## config.mk

```make
export PLATFORM = sky130hd
export DESIGN_NAME = greedy_score_matrix_matcher
export DESIGN_NICKNAME = d
export VERILOG_FILES = /design/src/sv/gsm_pkg.sv /design/src/sv/gsm_ram.sv /design/src/sv/gsm_fifo.sv /design/src/sv/gsm_front.sv /design/src/sv/gsm_solver.sv /design/src/sv/greedy_score_matrix_matcher.sv
export SDC_FILE = /design/constraint.sdc
export NUM_CORES = 2
export LEC_CHECK = 0
export BUFFER_PORTS_ARGS = -buffer_cell sky130_fd_sc_hd__buf_2
export CAP_MARGIN = 20
export CORE_AREA = 10 10 393 395
export DETAILED_ROUTE_END_ITERATION = 8
export DIE_AREA = 0 0 403 405
export PLACE_DENSITY = 0.8
export SYNTH_ARGS = -nofsm -noshare
export SYNTH_HDL_FRONTEND = slang
export SYNTH_SLANG_ARGS = --single-unit
```

## constraint.sdc

```tcl
create_clock -name clk -period 5.1 [get_ports clk]
set_clock_uncertainty 0.05 [all_clocks]
set_input_delay 0.51 -clock clk [delete_from_list [all_inputs] [get_ports clk]]
set_output_delay 0.51 -clock clk [all_outputs]
set_load 0.1 [all_outputs]
```

## src/sv/gsm_pkg.sv

```systemverilog
package gsm_pkg;

	localparam int IDX_W   = 3;
	localparam int SCORE_W = 16;
	localparam int ANGLE_W = 16;

	localparam logic [SCORE_W-1:0] MIN_SCORE_RST = 16'd16384;

	// one accepted matrix entry on its way to the solver
	typedef struct packed {
		logic                      keep;
		logic [IDX_W-1:0]          row;
		logic [IDX_W-1:0]          col;
		logic [SCORE_W-1:0]        score;
		logic signed [ANGLE_W-1:0] angle;
		logic                      last;
	} gsm_cmd_t;

	// one result item
	typedef struct packed {
		logic                      matched;
		logic [IDX_W-1:0]          row;
		logic [IDX_W-1:0]          col;
		logic signed [ANGLE_W-1:0] angle;
		logic                      run_end;
	} gsm_res_t;

endpackage

```

## src/sv/gsm_ram.sv

```systemverilog
module gsm_ram #(
	parameter int WIDTH = 32,
	parameter int DEPTH = 64
) (
	input  logic                                   clk,
	input  logic                                   we,
	input  logic [(DEPTH > 1 ? $clog2(DEPTH) : 1)-1:0] waddr,
	input  logic [WIDTH-1:0]                       wdata,
	input  logic [(DEPTH > 1 ? $clog2(DEPTH) : 1)-1:0] raddr,
	output logic [WIDTH-1:0]                       rdata
);

	logic [WIDTH-1:0] mem [DEPTH];

	always_ff @(posedge clk) begin
		if (we) begin
			mem[waddr] <= wdata;
		end
		rdata <= mem[raddr];
	end

endmodule

```

## src/sv/gsm_fifo.sv

```systemverilog
module gsm_fifo #(
	parameter int W = 8
) (
	input  logic         clk,
	input  logic         arst_n,
	input  logic         push,
	input  logic [W-1:0] wdata,
	output logic         full,
	input  logic         pop,
	output logic [W-1:0] rdata,
	output logic         empty
);

	logic [W-1:0] mem_q [2];
	logic         wr_q;
	logic         rd_q;
	logic [1:0]   cnt_q;
	logic         do_push;
	logic         do_pop;

	assign full    = (cnt_q == 2'd2);
	assign empty   = (cnt_q == 2'd0);
	assign rdata   = mem_q[rd_q];
	assign do_push = push && !full;
	assign do_pop  = pop && !empty;

	always_ff @(posedge clk or negedge arst_n) begin
		if (!arst_n) begin
			wr_q  <= 1'b0;
			rd_q  <= 1'b0;
			cnt_q <= 2'd0;
		end else begin
			if (do_push) begin
				wr_q <= !wr_q;
			end
			if (do_pop) begin
				rd_q <= !rd_q;
			end
			if (do_push && !do_pop) begin
				cnt_q <= cnt_q + 2'd1;
			end else if (do_pop && !do_push) begin
				cnt_q <= cnt_q - 2'd1;
			end
		end
	end

	always_ff @(posedge clk) begin
		if (do_push) begin
			mem_q[wr_q] <= wdata;
		end
	end

endmodule

```

## src/sv/gsm_front.sv

```systemverilog
module gsm_front
	import gsm_pkg::*;
#(
	parameter int MAX_ROWS = 8,
	parameter int MAX_COLS = 8
) (
	input  logic                      clk,
	input  logic                      arst_n,
	input  logic                      push,
	output logic                      full,
	input  logic [IDX_W-1:0]          row_index,
	input  logic [IDX_W-1:0]          col_index,
	input  logic [SCORE_W-1:0]        score,
	input  logic signed [ANGLE_W-1:0] angle,
	input  logic                      last_entry,
	output logic                      cmd_valid,
	output gsm_cmd_t                  cmd,
	input  logic                      cmd_pop
);

	gsm_cmd_t              cmd_in;
	logic [$bits(gsm_cmd_t)-1:0] cmd_raw;
	logic                  cmd_empty;

	// drop the store, not the solve, for an entry outside the matrix
	always_comb begin
		cmd_in.keep  = (32'(row_index) < MAX_ROWS) && (32'(col_index) < MAX_COLS);
		cmd_in.row   = row_index;
		cmd_in.col   = col_index;
		cmd_in.score = score;
		cmd_in.angle = angle;
		cmd_in.last  = last_entry;
	end

	gsm_fifo #(.W($bits(gsm_cmd_t))) u_cmd_q (
		.clk   (clk),
		.arst_n(arst_n),
		.push  (push),
		.wdata (cmd_in),
		.full  (full),
		.pop   (cmd_pop),
		.rdata (cmd_raw),
		.empty (cmd_empty)
	);

	assign cmd       = gsm_cmd_t'(cmd_raw);
	assign cmd_valid = !cmd_empty;

endmodule

```

## src/sv/gsm_solver.sv

```systemverilog
module gsm_solver
	import gsm_pkg::*;
#(
	parameter int MAX_ROWS = 8,
	parameter int MAX_COLS = 8
) (
	input  logic               clk,
	input  logic               arst_n,
	input  logic [SCORE_W-1:0] min_score,
	input  logic               cmd_valid,
	input  gsm_cmd_t           cmd,
	output logic               cmd_pop,
	input  logic               res_full,
	output logic               res_push,
	output gsm_res_t           res
);

	localparam int DEPTH = MAX_ROWS * MAX_COLS;
	localparam int AW    = (DEPTH > 1) ? $clog2(DEPTH) : 1;
	localparam int RIW   = (MAX_ROWS > 1) ? $clog2(MAX_ROWS) : 1;
	localparam int CIW   = (MAX_COLS > 1) ? $clog2(MAX_COLS) : 1;
	localparam int RCW   = $clog2(MAX_ROWS + 1);
	localparam int CCW   = $clog2(MAX_COLS + 1);
	localparam int DW    = SCORE_W + ANGLE_W;

	localparam logic [1:0] ST_IDLE   = 2'd0;
	localparam logic [1:0] ST_SCAN   = 2'd1;
	localparam logic [1:0] ST_DRAIN  = 2'd2;
	localparam logic [1:0] ST_DECIDE = 2'd3;

	logic [1:0]                state_q;
	logic [RCW-1:0]            row_count_q;
	logic [CCW-1:0]            col_count_q;
	logic [MAX_ROWS-1:0]       row_used_q;
	logic [MAX_COLS-1:0]       col_used_q;
	logic [DEPTH-1:0]          written_q;
	logic [RIW-1:0]            i_q;
	logic [CIW-1:0]            j_q;
	logic                      rd_v_s1;
	logic                      elig_s1;
	logic [RIW-1:0]            rd_i_s1;
	logic [CIW-1:0]            rd_j_s1;
	logic [SCORE_W-1:0]        best_q;
	logic [RIW-1:0]            best_row_q;
	logic [CIW-1:0]            best_col_q;
	logic signed [ANGLE_W-1:0] best_angle_q;

	logic [AW-1:0]             wr_addr;
	logic [AW-1:0]             rd_addr;
	logic                      ram_we;
	logic [DW-1:0]             rd_data;
	logic [SCORE_W-1:0]        rd_score;
	logic [RCW-1:0]            row_next;
	logic [CCW-1:0]            col_next;
	logic                      col_wrap;
	logic                      row_wrap;
	logic                      accept_pick;
	logic                      matrix_empty;

	assign wr_addr  = AW'(32'(cmd.row) * MAX_COLS + 32'(cmd.col));
	assign rd_addr  = AW'(32'(i_q) * MAX_COLS + 32'(j_q));
	assign cmd_pop  = (state_q == ST_IDLE) && cmd_valid;
	assign ram_we   = cmd_pop && cmd.keep;
	assign rd_score = rd_data[DW-1 -: SCORE_W];
	assign row_next = RCW'({1'b0, cmd.row} + 4'd1);
	assign col_next = CCW'({1'b0, cmd.col} + 4'd1);
	assign col_wrap = (CCW'(j_q) + CCW'(1)) == col_count_q;
	assign row_wrap = (RCW'(i_q) + RCW'(1)) == row_count_q;
	assign matrix_empty = (row_count_q == '0) || (col_count_q == '0);
	assign accept_pick  = (best_q != '0) && (best_q >= min_score);

	gsm_ram #(.WIDTH(DW), .DEPTH(DEPTH)) u_ram (
		.clk  (clk),
		.we   (ram_we),
		.waddr(wr_addr),
		.wdata({cmd.score, cmd.angle}),
		.raddr(rd_addr),
		.rdata(rd_data)
	);

	always_comb begin
		res_push    = (state_q == ST_DECIDE) && !res_full;
		res.matched = accept_pick;
		res.row     = accept_pick ? IDX_W'(best_row_q) : '0;
		res.col     = accept_pick ? IDX_W'(best_col_q) : '0;
		res.angle   = accept_pick ? best_angle_q : '0;
		res.run_end = !accept_pick;
	end

	always_ff @(posedge clk or negedge arst_n) begin
		if (!arst_n) begin
			state_q     <= ST_IDLE;
			row_count_q <= '0;
			col_count_q <= '0;
			row_used_q  <= '0;
			col_used_q  <= '0;
			written_q   <= '0;
			i_q         <= '0;
			j_q         <= '0;
			rd_v_s1     <= 1'b0;
		end else begin
			rd_v_s1 <= 1'b0;
			unique case (state_q)
				ST_IDLE: begin
					if (cmd_pop) begin
						if (cmd.keep) begin
							written_q[wr_addr] <= 1'b1;
							if (row_next > row_count_q) begin
								row_count_q <= row_next;
							end
							if (col_next > col_count_q) begin
								col_count_q <= col_next;
							end
						end
						if (cmd.last) begin
							i_q     <= '0;
							j_q     <= '0;
							state_q <= ST_SCAN;
						end
					end
				end
				ST_SCAN: begin
					if (matrix_empty) begin
						state_q <= ST_DECIDE;
					end else begin
						rd_v_s1 <= 1'b1;
						if (col_wrap) begin
							j_q <= '0;
							if (row_wrap) begin
								state_q <= ST_DRAIN;
							end else begin
								i_q <= i_q + RIW'(1);
							end
						end else begin
							j_q <= j_q + CIW'(1);
						end
					end
				end
				ST_DRAIN: begin
					state_q <= ST_DECIDE;
				end
				ST_DECIDE: begin
					if (!res_full) begin
						if (accept_pick) begin
							row_used_q[best_row_q] <= 1'b1;
							col_used_q[best_col_q] <= 1'b1;
							i_q     <= '0;
							j_q     <= '0;
							state_q <= ST_SCAN;
						end else begin
							// close the run and start a fresh matrix
							row_count_q <= '0;
							col_count_q <= '0;
							row_used_q  <= '0;
							col_used_q  <= '0;
							written_q   <= '0;
							state_q     <= ST_IDLE;
						end
					end
				end
				default: state_q <= ST_IDLE;
			endcase
		end
	end

	// read tag and running best; best clears whenever a new scan begins
	always_ff @(posedge clk or negedge arst_n) begin
		if (!arst_n) begin
			best_q <= '0;
		end else if ((cmd_pop && cmd.last) || (res_push && accept_pick)) begin
			best_q <= '0;
		end else if (rd_v_s1 && elig_s1 && (rd_score > best_q)) begin
			best_q <= rd_score;
		end
	end

	always_ff @(posedge clk) begin
		elig_s1 <= written_q[rd_addr] && !row_used_q[i_q] && !col_used_q[j_q];
		rd_i_s1 <= i_q;
		rd_j_s1 <= j_q;
		if (rd_v_s1 && elig_s1 && (rd_score > best_q)) begin
			best_row_q   <= rd_i_s1;
			best_col_q   <= rd_j_s1;
			best_angle_q <= rd_data[ANGLE_W-1:0];
		end
	end

endmodule

```

## src/sv/greedy_score_matrix_matcher.sv

```systemverilog
// Greedy score-matrix matcher.
// Input side is a queue: drive the entry fields with push; the entry is taken
// on a clock edge where push is high and full is low. Entries load one a cycle
// into the matrix memory through a two-deep request queue. The entry with
// last_entry set starts a solve; further entries wait in the queue until the
// run has closed.
// Result side is a queue: a result is on the ports while empty is low and is
// taken on an edge with pop high. Each run yields its matches best first, then
// one item with run_end set and matched clear.
// Throughput: one entry per cycle while loading. A solve makes, for each pick
// and for the closing item, one scan of the loaded rows x cols, one read a
// cycle on the matrix memory's single read port, then drain and decide states.
// A stalled result side holds the solver once the two-deep result queue fills.
// Write min_score (cfg_wen/cfg_wdata) only while the block is idle; the block
// does not enforce it. Reset clears the queues, the used masks, the counts and
// the written bits and sets min_score to 0.5; the matrix memory is not cleared.
module greedy_score_matrix_matcher
	import gsm_pkg::*;
#(
	parameter int MAX_ROWS = 8,
	parameter int MAX_COLS = 8
) (
	input  logic                      clk,
	input  logic                      arst_n,
	input  logic                      cfg_wen,
	input  logic [SCORE_W-1:0]        cfg_wdata,
	input  logic                      push,
	output logic                      full,
	input  logic [IDX_W-1:0]          row_index,
	input  logic [IDX_W-1:0]          col_index,
	input  logic [SCORE_W-1:0]        score,
	input  logic signed [ANGLE_W-1:0] angle,
	input  logic                      last_entry,
	output logic                      empty,
	input  logic                      pop,
	output logic                      matched,
	output logic [IDX_W-1:0]          match_row,
	output logic [IDX_W-1:0]          match_col,
	output logic signed [ANGLE_W-1:0] match_angle,
	output logic                      run_end
);

	logic [SCORE_W-1:0]          min_score_q;
	logic                        cmd_valid;
	gsm_cmd_t                    cmd;
	logic                        cmd_pop;
	logic                        res_full;
	logic                        res_push;
	gsm_res_t                    res_in;
	logic [$bits(gsm_res_t)-1:0] res_raw;
	gsm_res_t                    res_out;

	always_ff @(posedge clk or negedge arst_n) begin
		if (!arst_n) begin
			min_score_q <= MIN_SCORE_RST;
		end else if (cfg_wen) begin
			min_score_q <= cfg_wdata;
		end
	end

	gsm_front #(.MAX_ROWS(MAX_ROWS), .MAX_COLS(MAX_COLS)) u_front (
		.clk       (clk),
		.arst_n    (arst_n),
		.push      (push),
		.full      (full),
		.row_index (row_index),
		.col_index (col_index),
		.score     (score),
		.angle     (angle),
		.last_entry(last_entry),
		.cmd_valid (cmd_valid),
		.cmd       (cmd),
		.cmd_pop   (cmd_pop)
	);

	gsm_solver #(.MAX_ROWS(MAX_ROWS), .MAX_COLS(MAX_COLS)) u_solver (
		.clk      (clk),
		.arst_n   (arst_n),
		.min_score(min_score_q),
		.cmd_valid(cmd_valid),
		.cmd      (cmd),
		.cmd_pop  (cmd_pop),
		.res_full (res_full),
		.res_push (res_push),
		.res      (res_in)
	);

	gsm_fifo #(.W($bits(gsm_res_t))) u_res_q (
		.clk   (clk),
		.arst_n(arst_n),
		.push  (res_push),
		.wdata (res_in),
		.full  (res_full),
		.pop   (pop),
		.rdata (res_raw),
		.empty (empty)
	);

	assign res_out     = gsm_res_t'(res_raw);
	assign matched     = res_out.matched;
	assign match_row   = res_out.row;
	assign match_col   = res_out.col;
	assign match_angle = res_out.angle;
	assign run_end     = res_out.run_end;

endmodule
```

==> metrics.txt <==
Yosys cell types=77; global-route wire length before repair=342000 um; met1 GRT Util=0.363; clock tree buffer depth=3; met3 Use GR=0.0705; Critical R2R Launch=u_front.u_cmd_q.rd_q$_DFFE_PN0P_; number of hold buffers added after cts=58; r2r endpoint=u_solver.u_ram.mem[32][14]$_DFFE_PP_; syn_nets=4539; Die Span Y=405 um; Gate Count Post-Synth=4429; crit path time final=just over 4000 ps; Total Die Area=163000 um^2; critical path's top delay family=simple AND/OR/NAND/NOR gates; # setup viols final=0; Peak supply drop=0.426 mV; Avg WL per Cell=34.4 um; TritonCTS clock tree=yes; Critical-path top delay cell=nor2_4; Max Slew Vio Count=0; clock sinks=2372; via count=48300; hold path startpoint=cfg_wen; Total GRT Usage=0.290; RSZ-0062 raised after global routing=no; status=completed; I/O Buffers=85; synth warn=0; post-CTS resize count=0; Final ANT Viol Nets=0; Stages on worst setup path=6; gr ovfl total=0; Worst Setup Start Kind=flip-flop; Rows=approximately 140; crit-path max cell delay=around 950 ps; Worst Reg-to-Reg Cells=6; Cell Area, Placed=roughly 95000 um^2; via density per instance=7.04; vias in the first global route=48900; Setup Total Neg Slack=0 ps; Rel. slew slack=0.248; synth-to-layout area growth=12.9%; CP Max Fanout=21; die width=403 um; nets=4845; worst reg-to-reg setup slack=1050 ps; DP HPWL=roughly 130000 um; endpoint class of the critical path=flip-flop; WHS=65.6 ps; ys flop type=edfxtp_1; Clock Pin Slew Worst Setup and Hold Paths=60 ps; final hold vios=0; gpl congestion=~0.86; final-layout fill cell count=8151; CORE AREA=147000 um^2; worst min-delay path endpoint=min_score_q[2]$_DFFE_PN0P_; max_cap viols=0; Most Crowded Layer GR=met2; clock latency at the later pin of the worst-skew pair=between 800 and 900 ps; clock root buffer=clkbuf_16; largest net degree at the start of global routing=113; initial core utilization=0.624; drc violations=0; synthesized area=91600 um^2; critical path buffer and inverter count=2; Mean Syn Cell Area=20.7 um^2; #FFs+latches synth=approximately 2400; Max H-tree Level=4; n_diodes=0; Static Leak=33.0 nW; Power per Cell Area=between 500 and 600 nW/um^2; Async S/R FF share, synth=0.0578; critical path required time=about 5600 ps; drt total wl=around 240000 um; WS Path Type=flip-flop to flip-flop; Most common cell on crit path=buf_4; critical-path cell list=mux2i_1 > and3_1 > buf_4 > nand2_1 > nor2_4 > buf_4; Post-CTS Setup Bufs=0; Worst-Margin Slew=1130 ps; Final Cycle Share=0.794; drt pass-1 iters=8; 1st-iter DRT viols=7106; fmax=247 MHz; met2 GRT Util=0.471; number of synthesized flops with an enable pin=2196; I/O Pins=86; antenna violations before repair=14; CTS buffer count=around 220; post-synthesis sequential area ratio=0.766; layout cells sized above 1=0.255; Hold Path Class=input port to flip-flop; Worst Path Arrival=4540 ps; design area=103000 um^2; hold path cells=3
[power by group]
part           internal, mW  switching (mW)  leakage (nW)
logic                  3.66            8.51          7.53
registers              24.5           0.702          21.9
clock network          9.47            7.09          3.55
total                  37.6            16.3          33.0
[final cells by class]
type,instances,area (um^2),area share
clock buffer,268,5870,0.0568
clock inverter,139,1370,0.0132
inverter,59,224,0.00217
multi-input combinational,1757,20600,0.199
sequential,2372,70200,0.679
tap,1930,2410,0.0234
timing repair buffer,330,2720,0.0263
[tightest hold or removal path, stage by stage]
cell and delay [ps]:
buf_2 240, nand2_1 100, o21ai_0 60
[through the flow]
| step | utilization | worst slack (ps) | power [mW] | instances |
|---|---|---|---|---|
| CTS | 0.703 | 1110 | 53.8 | 6847 |
| finish | 0.704 | 1050 | 53.9 | 6855 |
| global route | 0.704 | 896 | 55.4 | 6855 |
| detailed placement | 0.650 | 1180 | 37.3 | 6382 |
| floorplan | - | 1430 | 32.6 | 4429 |
| global placement | 0.650 | 1260 | 36.9 | 6380 |
[worst max-delay path by stage]
stage          slack [ps]                              from                                    to
4_1_cts              1110  u_front.u_cmd_q.rd_q$_DFFE_PN0P_  u_solver.u_ram.mem[32][14]$_DFFE_PP_
3_3_place_gp         1260  u_front.u_cmd_q.rd_q$_DFFE_PN0P_   u_solver.u_ram.mem[32][5]$_DFFE_PP_
5_1_grt               900       u_solver.j_q[0]$_DFFE_PN0P_      u_solver.u_ram.rdata[22]$_DFF_P_
2_1_floorplan        1430  u_front.u_cmd_q.rd_q$_DFFE_PN0P_   u_solver.u_ram.mem[12][0]$_DFFE_PP_
3_5_place_dp         1180       u_solver.j_q[0]$_DFFE_PN0P_      u_solver.u_ram.rdata[22]$_DFF_P_
6_report             1050  u_front.u_cmd_q.rd_q$_DFFE_PN0P_  u_solver.u_ram.mem[32][14]$_DFFE_PP_
[synth_stat cells (33+ instances only)]
cell | count | share of area
inv_1 | 53 | 0.0022
dfrtp_1 | 136 | 0.037
a31oi_1 | 74 | 0.0051
nor3_1 | 33 | 0.0018
clkbuf_1 | 121 | 0.0050
o21ai_0 | 70 | 0.0038
nand2_1 | 107 | 0.0044
buf_2 | 61 | 0.0033
nor2_1 | 206 | 0.0084
a22oi_1 | 108 | 0.0089
o221ai_1 | 63 | 0.0060
edfxtp_1 | 2196 | 0.72
dfxtp_1 | 39 | 0.0085
a21oi_1 | 65 | 0.0036
ha_1 | 50 | 0.0068
mux2_2 | 59 | 0.0073
mux2i_1 | 147 | 0.016
mux4_2 | 500 | 0.12
[kinds of logic after synthesis]
group,Yosys count,synth area share
XOR/XNOR,16,0.00184
AND/OR/NAND/NOR,449,0.0219
buffers and inverters,300,0.0154
AO/OA/AOI/OAI,535,0.0414
flip-flops,2372,0.766
multiplexers,707,0.147
adder cells (fa/ha/maj),50,0.00683
[layer usage]
metal | up-vias | part of all wire | routed length [um]
met4 | 10 | 0.062 | 14700
met1 | 24900 | 0.33 | 78200
met3 | 703 | 0.11 | 26600
li1 | 19000 | - | -
met5 | - | 0.00029 | 69
met2 | 3614 | 0.49 | 116000
[placed cells by master (no fill, tap or decap), types with 24 or more instances in the layout]
master	Yosys	layout
o221ai_1	63	63
inv_1	53	53
edfxtp_1	2196	2196
bufinv_16	0	26
dlygate4sd3_1	0	58
mux2i_1	147	147
nor2_1	206	137
clkbuf_1	121	37
clkbuf_16	0	227
a22oi_1	108	108
a211oi_1	28	26
nand2_1	107	106
dfxtp_1	39	39
a31oi_1	74	74
mux2_2	59	40
and2_1	25	24
a221oi_1	27	27
nor3_1	33	33
a21oi_1	65	65
o22ai_1	28	28
clkinv_2	0	43
o21ai_0	70	70
buf_4	23	161
buf_2	61	84
dfrtp_1	136	129
clkinv_1	3	53
nor2_4	0	67
nand3_1	24	24
mux4_2	500	500
ha_1	50	50
[sequential cells by signal, indices dropped and copies added, names as in the netlist, 4 cells and up]
signal	cells
u_solver.u_ram.mem	2048
u_front.u_cmd_q.mem_q	78
u_solver.written_q	64
u_res_q.mem_q	48
u_solver.u_ram.rdata	32
min_score_q	16
u_solver.best_angle_q	16
u_solver.best_q	16
u_solver.col_used_q	8
u_solver.row_used_q	8
u_solver.col_count_q	4
u_solver.row_count_q	4
Power figures use the tool's default switching activity.
